$ cat src/rtl/htfd_pkg.sv
// ----------------------------------------------------------------------------
// htfd_pkg
// Shared constants, types and the byte-wise CRC-8 step for the sensor reply
// frame decoder.
// ----------------------------------------------------------------------------
package htfd_pkg;

  // Frame layout
  localparam int unsigned PAYLOAD_DEPTH = 5;
  localparam logic [2:0]  CRC_BYTES     = 3'd6;
  localparam logic [2:0]  POS_FIRST     = 3'd0;

  // CRC-8, poly 0x31, init 0xFF, MSB first, no final xor
  localparam logic [7:0] CRC_INIT = 8'hFF;
  localparam logic [7:0] CRC_POLY = 8'h31;

  // Raw field layout and scaling
  localparam int unsigned RAW_W      = 20;
  localparam logic [3:0]  LOW_NIBBLE = 4'hF;
  localparam int unsigned HUM_W      = 10;
  localparam int unsigned TEMP_W     = 11;
  localparam int unsigned TEMP_OUT_W = 12;
  localparam logic [9:0]  HUMI_SCALE = 10'd1000;
  localparam logic [10:0] TEMP_SCALE = 11'd2000;
  localparam logic [TEMP_OUT_W-1:0] TEMP_OFFSET = 12'd500;

  typedef logic [7:0] byte_t;
  typedef logic [HUM_W-1:0] hum_t;
  typedef logic [TEMP_W-1:0] temp_t;

  // One byte through the CRC register, eight shift steps
  function automatic byte_t crc8_feed(input byte_t crc, input byte_t b);
    byte_t c;
    c = crc ^ b;
    for (int i = 0; i < 8; i++) begin
      if (c[7]) begin
        c = {c[6:0], 1'b0} ^ CRC_POLY;
      end else begin
        c = {c[6:0], 1'b0};
      end
    end
    return c;
  endfunction

endpackage

$ cat src/rtl/htfd_convert.sv
// ----------------------------------------------------------------------------
// htfd_convert
// Unpacks the two 20-bit raw fields from payload bytes 1 to 5 and scales them
// to tenths of a percent and (offset-free) tenths of a degree.
// ----------------------------------------------------------------------------
module htfd_convert (
  input  htfd_pkg::byte_t payload [htfd_pkg::PAYLOAD_DEPTH],
  output htfd_pkg::hum_t  humidity,
  output htfd_pkg::temp_t temperature
);

  logic [htfd_pkg::RAW_W-1:0] raw_hum;
  logic [htfd_pkg::RAW_W-1:0] raw_temp;
  logic [29:0]                hum_prod;
  logic [30:0]                temp_prod;

  // Field unpack: humidity is the upper 20 bits, temperature the lower 20
  assign raw_hum  = {payload[0], payload[1], payload[2][7:4]};
  assign raw_temp = {payload[2][3:0] & htfd_pkg::LOW_NIBBLE, payload[3], payload[4]};

  // raw * scale / 2^20, keep the integer part
  assign hum_prod  = 30'(raw_hum) * 30'(htfd_pkg::HUMI_SCALE);
  assign temp_prod = 31'(raw_temp) * 31'(htfd_pkg::TEMP_SCALE);

  assign humidity    = hum_prod[29:20];
  assign temperature = temp_prod[30:20];

endmodule

$ cat src/rtl/humidity_temp_frame_decoder_top.sv
// ----------------------------------------------------------------------------
// humidity_temp_frame_decoder_top
// Decodes a seven-byte humidity/temperature sensor reply with CRC-8 check.
// ----------------------------------------------------------------------------
// Usage:
//   in_*  : one reply byte per item; in_frame_start marks byte 0 and drops any
//           partial reply. Without it, positions advance 0..6 and wrap.
//   out_* : one item after each checksum byte (byte 6): crc_ok, the CRC over
//           bytes 0 to 5, and the held humidity/temperature in tenths. A
//           matching checksum updates the held values first; a mismatch
//           leaves them. Bytes 0 to 5 produce no output item.
//   Path: an input byte is registered, then decoded into the output register.
//   Throughput: one byte per cycle when not stalled; the CRC step sits between
//   the input and CRC registers, and the two constant multiplies between the
//   payload registers and the output register.
//   Stall: while an output item waits on out_ready, the decode stage holds
//   and in_ready drops once the input register is occupied.
//   Reset: position 0, CRC 0xFF, held humidity 0, held temperature -50.0 deg.
// ----------------------------------------------------------------------------
module humidity_temp_frame_decoder_top (
  input  logic                   clk,
  input  logic                   rst_n,
  input  logic                   in_valid,
  output logic                   in_ready,
  input  logic [7:0]             in_data_byte,
  input  logic                   in_frame_start,
  output logic                   out_valid,
  input  logic                   out_ready,
  output logic                   out_crc_ok,
  output logic [7:0]             out_computed_crc,
  output logic [9:0]             out_humidity_tenths,
  output logic signed [11:0]     out_temperature_tenths
);

  // Input register
  logic            s1_valid_r;
  htfd_pkg::byte_t s1_byte_r;
  logic            s1_start_r;

  // Frame state
  logic [2:0]      pos_r;
  htfd_pkg::byte_t crc_r;
  htfd_pkg::byte_t payload_r [htfd_pkg::PAYLOAD_DEPTH];
  htfd_pkg::hum_t  held_hum_r;
  htfd_pkg::temp_t held_temp_r;

  // Output register
  logic            out_valid_r;
  logic            out_ok_r;
  htfd_pkg::byte_t out_crc_r;
  htfd_pkg::hum_t  out_hum_r;
  logic [htfd_pkg::TEMP_OUT_W-1:0] out_temp_r;

  // Decode stage signals
  logic            s1_go;
  logic [2:0]      pos_cur;
  logic [2:0]      pay_idx;
  logic            is_check;
  logic            crc_match;
  htfd_pkg::byte_t crc_base;
  htfd_pkg::byte_t crc_fed;
  htfd_pkg::hum_t  hum_scaled;
  htfd_pkg::temp_t temp_scaled;
  htfd_pkg::hum_t  held_hum_nxt;
  htfd_pkg::temp_t held_temp_nxt;

  // Handshake: decode stage moves whenever the output slot is free or draining
  assign s1_go    = s1_valid_r && (!out_valid_r || out_ready);
  assign in_ready = !s1_valid_r || s1_go;

  always_ff @(posedge clk) begin
    if (!rst_n) begin
      s1_valid_r <= 1'b0;
    end else if (in_ready) begin
      s1_valid_r <= in_valid;
    end
  end

  always_ff @(posedge clk) begin
    if (in_valid && in_ready) begin
      s1_byte_r  <= in_data_byte;
      s1_start_r <= in_frame_start;
    end
  end

  // Position and CRC for the byte in the decode stage
  always_comb begin
    pos_cur   = s1_start_r ? htfd_pkg::POS_FIRST : pos_r;
    pay_idx   = pos_cur - 3'd1;
    is_check  = (pos_cur >= htfd_pkg::CRC_BYTES);
    crc_base  = (pos_cur == htfd_pkg::POS_FIRST) ? htfd_pkg::CRC_INIT : crc_r;
    crc_fed   = htfd_pkg::crc8_feed(crc_base, s1_byte_r);
    crc_match = (s1_byte_r == crc_r);
  end

  htfd_convert u_convert (
    .payload     (payload_r),
    .humidity    (hum_scaled),
    .temperature (temp_scaled)
  );

  // Held values change only on a good checksum
  always_comb begin
    held_hum_nxt  = held_hum_r;
    held_temp_nxt = held_temp_r;
    if (is_check && crc_match) begin
      held_hum_nxt  = hum_scaled;
      held_temp_nxt = temp_scaled;
    end
  end

  // Frame state update
  always_ff @(posedge clk) begin
    if (!rst_n) begin
      pos_r       <= htfd_pkg::POS_FIRST;
      crc_r       <= htfd_pkg::CRC_INIT;
      held_hum_r  <= '0;
      held_temp_r <= '0;
    end else if (s1_go) begin
      if (is_check) begin
        pos_r       <= htfd_pkg::POS_FIRST;
        crc_r       <= htfd_pkg::CRC_INIT;
        held_hum_r  <= held_hum_nxt;
        held_temp_r <= held_temp_nxt;
      end else begin
        pos_r <= pos_cur + 3'd1;
        crc_r <= crc_fed;
      end
    end
  end

  // Payload bytes 1 to 5
  always_ff @(posedge clk) begin
    if (s1_go && !is_check && (pos_cur != htfd_pkg::POS_FIRST)) begin
      payload_r[pay_idx] <= s1_byte_r;
    end
  end

  // Output register
  always_ff @(posedge clk) begin
    if (!rst_n) begin
      out_valid_r <= 1'b0;
    end else if (s1_go && is_check) begin
      out_valid_r <= 1'b1;
    end else if (out_ready) begin
      out_valid_r <= 1'b0;
    end
  end

  always_ff @(posedge clk) begin
    if (s1_go && is_check) begin
      out_ok_r   <= crc_match;
      out_crc_r  <= crc_r;
      out_hum_r  <= held_hum_nxt;
      out_temp_r <= {1'b0, held_temp_nxt} - htfd_pkg::TEMP_OFFSET;
    end
  end

  assign out_valid              = out_valid_r;
  assign out_crc_ok             = out_ok_r;
  assign out_computed_crc       = out_crc_r;
  assign out_humidity_tenths    = out_hum_r;
  assign out_temperature_tenths = $signed(out_temp_r);

endmodule

$ cat config.mk
export PLATFORM = sky130hd
export DESIGN_NAME = humidity_temp_frame_decoder_top
export DESIGN_NICKNAME = d
export VERILOG_FILES = /design/src/rtl/htfd_pkg.sv /design/src/rtl/htfd_convert.sv /design/src/rtl/humidity_temp_frame_decoder_top.sv
export SDC_FILE = /design/constraint.sdc
export NUM_CORES = 1
export LEC_CHECK = 0
export BUFFER_PORTS_ARGS = -buffer_cell sky130_fd_sc_hd__buf_2
export CORE_MARGIN = 1.5
export CORE_UTILIZATION = 50
export CTS_CLUSTER_SIZE = 20
export DETAILED_ROUTE_END_ITERATION = 10
export PLACE_DENSITY_LB_ADDON = 0.08
export SLEW_MARGIN = 20
export SYNTH_ARGS = -nofsm -noshare
export SYNTH_HDL_FRONTEND = slang
export SYNTH_SLANG_ARGS = --single-unit
$ cat constraint.sdc
create_clock -name clk -period 8.1 [get_ports clk]
set_input_delay 0.405 -clock clk [delete_from_list [all_inputs] [get_ports clk]]
set_output_delay 0.405 -clock clk [all_outputs]
set_load 0.01 [all_outputs]
# After elaboration in Yosys (flattened, before gate mapping)
# Cells that the tools add are included.
# W data, S select, Z words.
[totals]
regBits = 114
wordCells = 71
[op_classes]
add_sub_neg = 3
n_mul = 2
order_cmp = 3
eq_ne = 1
n_mux = 19
bitwise_logic = 10
reduce_logical = 16
[ops]
columns = ["op", "n"]
rows = [
  ["$mul A20 B7 Y27 const B", 2],
  ["$mux W6", 8],
  ["$bwmux W40", 1],
  ["$demux W8 S3", 1],
  ["$mux W8", 3],
  ["$not A3 Y3", 8],
  ["$sub A11 B9 Y12 const B", 1],
  ["$mux W11", 1],
  ["$mux W10", 1],
  ["$eq A8 B8 Y1", 1],
  ["$xor A8 B8 Y8", 1],
  ["$logic_and A1 B1 Y1", 7],
  ["$mux W3", 2],
  ["$ge A4 B4 Y1 const B", 1],
  ["$lt A4 B1 Y1 const B", 1],
  ["$not A3 Y4", 1],
  ["$add A3 B1 Y3 const B", 1],
  ["$ge A3 B3 Y1 const B", 1],
  ["$logic_not A1 Y1", 3],
  ["$logic_not A3 Y1", 1],
  ["$reduce_bool A3 Y1", 1],
  ["$sub A3 B1 Y3 const B", 1],
  ["$logic_or A1 B1 Y1", 2],
  ["$mux W1", 2],
  ["2 further kinds", 2],
]

# Depth between registers and ports, before layout
[logic_depth]
ltp_word = 21
mapped_depth = 19
ltp_nobuf = 19

# Hierarchy
# A second synthesis with hierarchy kept.
[hier_totals]
hier_cells = 976
hier_area_um2 = 10930.5
[by_module_without_submodules]
columns = ["mod", "instances", "cells_each", "area_per_inst_um2", "seq_area_each_um2"]
rows = [
  ["htfd_convert", 1, 642, 6174.7, 0.0],
  ["humidity_temp_frame_decoder_top", 1, 334, 4755.8, 3083.0],
]

# Worst setup path before layout
# OpenSTA, ideal clock, no wires.
[synth_timing]
kind = "reg2reg"
startpoint = "register payload_r[9] (netlist bit)"
endpoint = "register out_temp_r (netlist bit out_temperature_tenths[10]), data pin"
setup_ns = 0.265
arrival_time_ns = 5.048
required_ns = 7.835
slack_ns = 2.787
path_stages_with_launch = 18
synth_period_minus_slack_ns = 5.313
path_cell_list = "edfxtp_1 inv_1 fa_1 fa_1 fa_1 fa_1 inv_1 ha_1 and3_1 o21ai_2 or4_4 o211ai_2 a311o_1 a31oi_2 ha_1 nor4b_2 a31oi_1 xor2_1"
[synth_via]
elab_chain_len = 3
[synth_rtl]
columns = ["item", "line", "source"]
rows = [
  ["start, declared", "humidity_temp_frame_decoder_top.sv:43", "htfd_pkg::byte_t payload_r [htfd_pkg::PAYLOAD_DEPTH];"],
  ["start signal, assigned by index", "humidity_temp_frame_decoder_top.sv:135", "payload_r[pay_idx] <= s1_byte_r;"],
  ["$mul A20 B7 Y27", "htfd_convert.sv:23", "assign temp_prod = 31'(raw_temp) * 31'(htfd_pkg::TEMP_SCALE);"],
  ["$mux W11", "humidity_temp_frame_decoder_top.sv:106", "if (is_check && crc_match) begin"],
  ["$sub A11 B9 Y12", "humidity_temp_frame_decoder_top.sv:155", "out_temp_r <= {1'b0, held_temp_nxt} - htfd_pkg::TEMP_OFFSET;"],
  ["end signal, assigned", "humidity_temp_frame_decoder_top.sv:155", ""],
  ["end, declared", "humidity_temp_frame_decoder_top.sv:52", "logic [htfd_pkg::TEMP_OUT_W-1:0] out_temp_r;"],
]
# No other way between the ends.
# A chain may end at the register's enable or synchronous reset.

# Final worst setup path
[layout_timing]
startpoint = "register payload_r[10] (netlist bit)"
endpoint = "register out_temp_r (netlist bit out_temperature_tenths[10]), data pin"
# Same word-level chain as after synthesis.

==> run summary <==
Critical Path Fanout Max - 7
CP Cell Sequence - inv_1, fa_1, fa_1, fa_1, fa_1, inv_1, ha_1, and3_1, o21ai_2, or4_4, o211ai_2, a21o_1, a31oi_1, ha_1, nor4b_2, a31oi_1, xor2_1
Clock share of power - 50.9%
Setup crit end kind - flip-flop
DPL Wire Length - 16230 um
Fin nets - 1221
Global route total overflow - 0
Pins Over Slew Limit - 0
Min-Delay Endpoint - s1_byte_r[5]
Starting density of the core - 50.96%
Cell accounting for the most synthesized area - fa_1
CP Buf/Inv Count - 2
Path depth of the worst reg2reg path - 17
CP Launch Point - payload_r[10]
Antenna cells - 0
Syn Area/Cell - 11.52 um^2
Origin of the critical flop-to-flop path - payload_r[10]
Clock skew - 0.01235 ns
Flop2flop setup slack - 2.38 ns
Core Box Area - 20230 um^2
Most used cell, CP - fa_1
Hold depth - 1
Largest net degree at the start of global routing - 42
Area growth from synthesis to layout - 11.15%
Share of the synthesized area in the top cell type - 26.79%
Worst EP arrival - 5.90 ns
Number of fill cells - 1730
VDD IR max - 0.1540 mV
Total power - 0.001517 W
Internal - 0.001174 W
CTS Hold Buffers Added - 0
MaxCap Viol Count - 0
Post-CTS setup buffer count - 0
Logic pwr share - 6.0%
Slew HR - 36.72%
DP Area - 10860 um^2
WS Path Type - flip-flop to flip-flop
Number of gates resized after cts - 0
Average routed wire per standard cell - 17.04 um
Final setup vio count - 0
Most common cell after layout, fill and taps aside - fa_1
Hold Path Class - primary input to flip-flop
Via Count - 6477
Post-synth top flop - edfxtp_1
Outcome - completed
Top-Level Pins - 46
Seq pwr share - 43.2%
First-pass GRT wire length - 35390 um
Initial antenna violation count - 0
Worst-Margin Slew - 0.9456 ns
Mapped Area - 10310 um^2
Die width - 146.6 um
Iter 0 DRT Violations - 438
Hold Startpoint - in_data_byte[5]
Slowest stage delay, CP - 0.58 ns
Async S/R FF share, synth - 0%
Post-synth EDFFs - 80
YS warnings - 0
Total CTS buffers - 17
Post-synth cell types - 69
Root Buffer - clkbuf_16
Main area contributors after synthesis - fa_1 27%, edfxtp_1 23%, ha_1 15%, dfxtp_1 6.6%, inv_1 4.6%
Layout Cell Area excl Fill - 11460 um^2
GPL Wtd Cong - 0.8282
Slowest-stage cell, CP - or4_4
Hold WS - 0.1507 ns
Final ANT Viol Nets - 0
GR Util All Layers - 21.50%
Drt via density - 5.262
Lkg Pwr - 4.876 nW
Crit start category - flip-flop
Post-synth net total - 1168
First-pass detailed-route iteration total - 6
CTS tree - done
Most frequent cells in the layout - 138 x fa_1, 125 x inv_1, 122 x ha_1
Reg2reg end - out_temperature_tenths[10]
CP required - 8.28 ns
Final hold viol count - 0
Setup TNS - 0 ns
Port buffer count - 45
Post-route minimum period - 5.717 ns
DRC - 0
Sequential share of the synthesized area - 29.90%
Share of cells above drive strength 1 - 11.03%
Period utilization - 70.58%
Number of global-route vias before repair - 6800
Max Fclk - 174.9 MHz
Sw Share - 22.63%
Seq cells post-synth - 114
Die height - 146.6 um
Final wirelength - 20970 um
Die area - 21500 um^2
Clk buf depth - 2
Row count - 52
Psw - 0.0003433 W
Cells after synthesis - 895
CTS Sinks - 114
Later-pin clock latency in the skew report - 0.43 ns
RSZ-0062 raised after global routing - false
Crit-path leading delay family - adder cells
CTS H-tree depth - 4
Worst-path clk slew - 0.06 ns
PD cells - 132.4 nW/um^2
## layout make-up
class                   instances  area, um^2  share of cell area [%]
clock buffers                  22       465.4                   4.061
clock inverters                10       132.6                   1.157
inverters                     126       473.0                   4.126
multi-input cells             639        6708                   58.52
flip-flops and latches        114        3083                   26.90
well taps                     270       337.8                   2.947
repair buffers                 50       262.8                   2.292
## Yosys cell counts, drive strengths merged (3+ instances only)
cell	n
fa	138
inv	126
ha	122
edfxtp	80
nand2	72
nor2	45
xnor2	40
dfxtp	34
a21oi	30
o21ai	24
a21o	17
nor3	16
clkbuf	15
nand3	13
xor2	11
o21a	9
o22ai	8
nand2b	7
nor2b	7
a211oi	6
a31oi	6
a2111oi	5
and2	5
and3	4
o211ai	4
or3	4
a21boi	3
nor4	3
o21ba	3
o31ai	3
or2	3
## how the worst max path moves through the flow
stage,endpoint,slack (ns),cells past startpoint
floorplan,out_temperature_tenths[10],2.79,17
global placement,out_temperature_tenths[10],2.49,17
detailed placement,out_temperature_tenths[10],2.40,18
CTS,out_temperature_tenths[10],2.37,17
global route,out_temperature_tenths[10],2.08,17
finish,out_temperature_tenths[10],2.38,17
## through the flow
stage | utilization [%] | instances | setup slack (ns)
after floorplan | - | 895 | 2.787
after global placement | 53.69 | 1199 | 2.487
after detailed placement | 53.69 | 1199 | 2.404
after CTS | 56.65 | 1231 | 2.368
after global routing | 56.65 | 1231 | 2.077
final | 56.65 | 1231 | 2.383
## sequential cells by signal, indices dropped and copies added (netlist names)
| name | cells |
|---|---|
| payload_r | 40 |
| held_hum_r | 10 |
| out_temperature_tenths | 12 |
| out_humidity_tenths | 10 |
| held_temp_r | 11 |
| out_valid | 1 |
| crc_r | 8 |
| out_computed_crc | 8 |
| s1_byte_r | 8 |
| s1_valid_r | 1 |
| s1_start_r | 1 |
| pos_r | 3 |
| out_crc_ok | 1 |
## power groups by stage
stage	combinational (W)	sequential [W]	clock (W)
after floorplan	0.0000718	0.000656	0
after global placement	0.0000882	0.000667	0
after detailed placement	0.0000896	0.000666	0
after CTS	0.0000903	0.000655	0.000785
after global routing	0.000101	0.000656	0.000806
final	0.0000903	0.000655	0.000772
## per-layer routing
layer,up-vias,wire length [um],global-route usage (%)
li1,3146,-,-
met1,3201,10480,31.76
met2,113,9414,32.33
met3,17,837,4.375
met4,0,238,5.657
met5,-,0,0
## kinds of logic after synthesis
kind of cell    count (synthesis)  synth area share (%)
mux                             1               0.09707
xor+xnor                       51                 4.331
buf+inv                       142                 5.181
fa+ha+maj                     260                 41.59
compound gates                137                 10.17
flops                         114                 29.90
simple gates                  190                 8.736
Note: power is estimated with default switching activity, not from simulation.
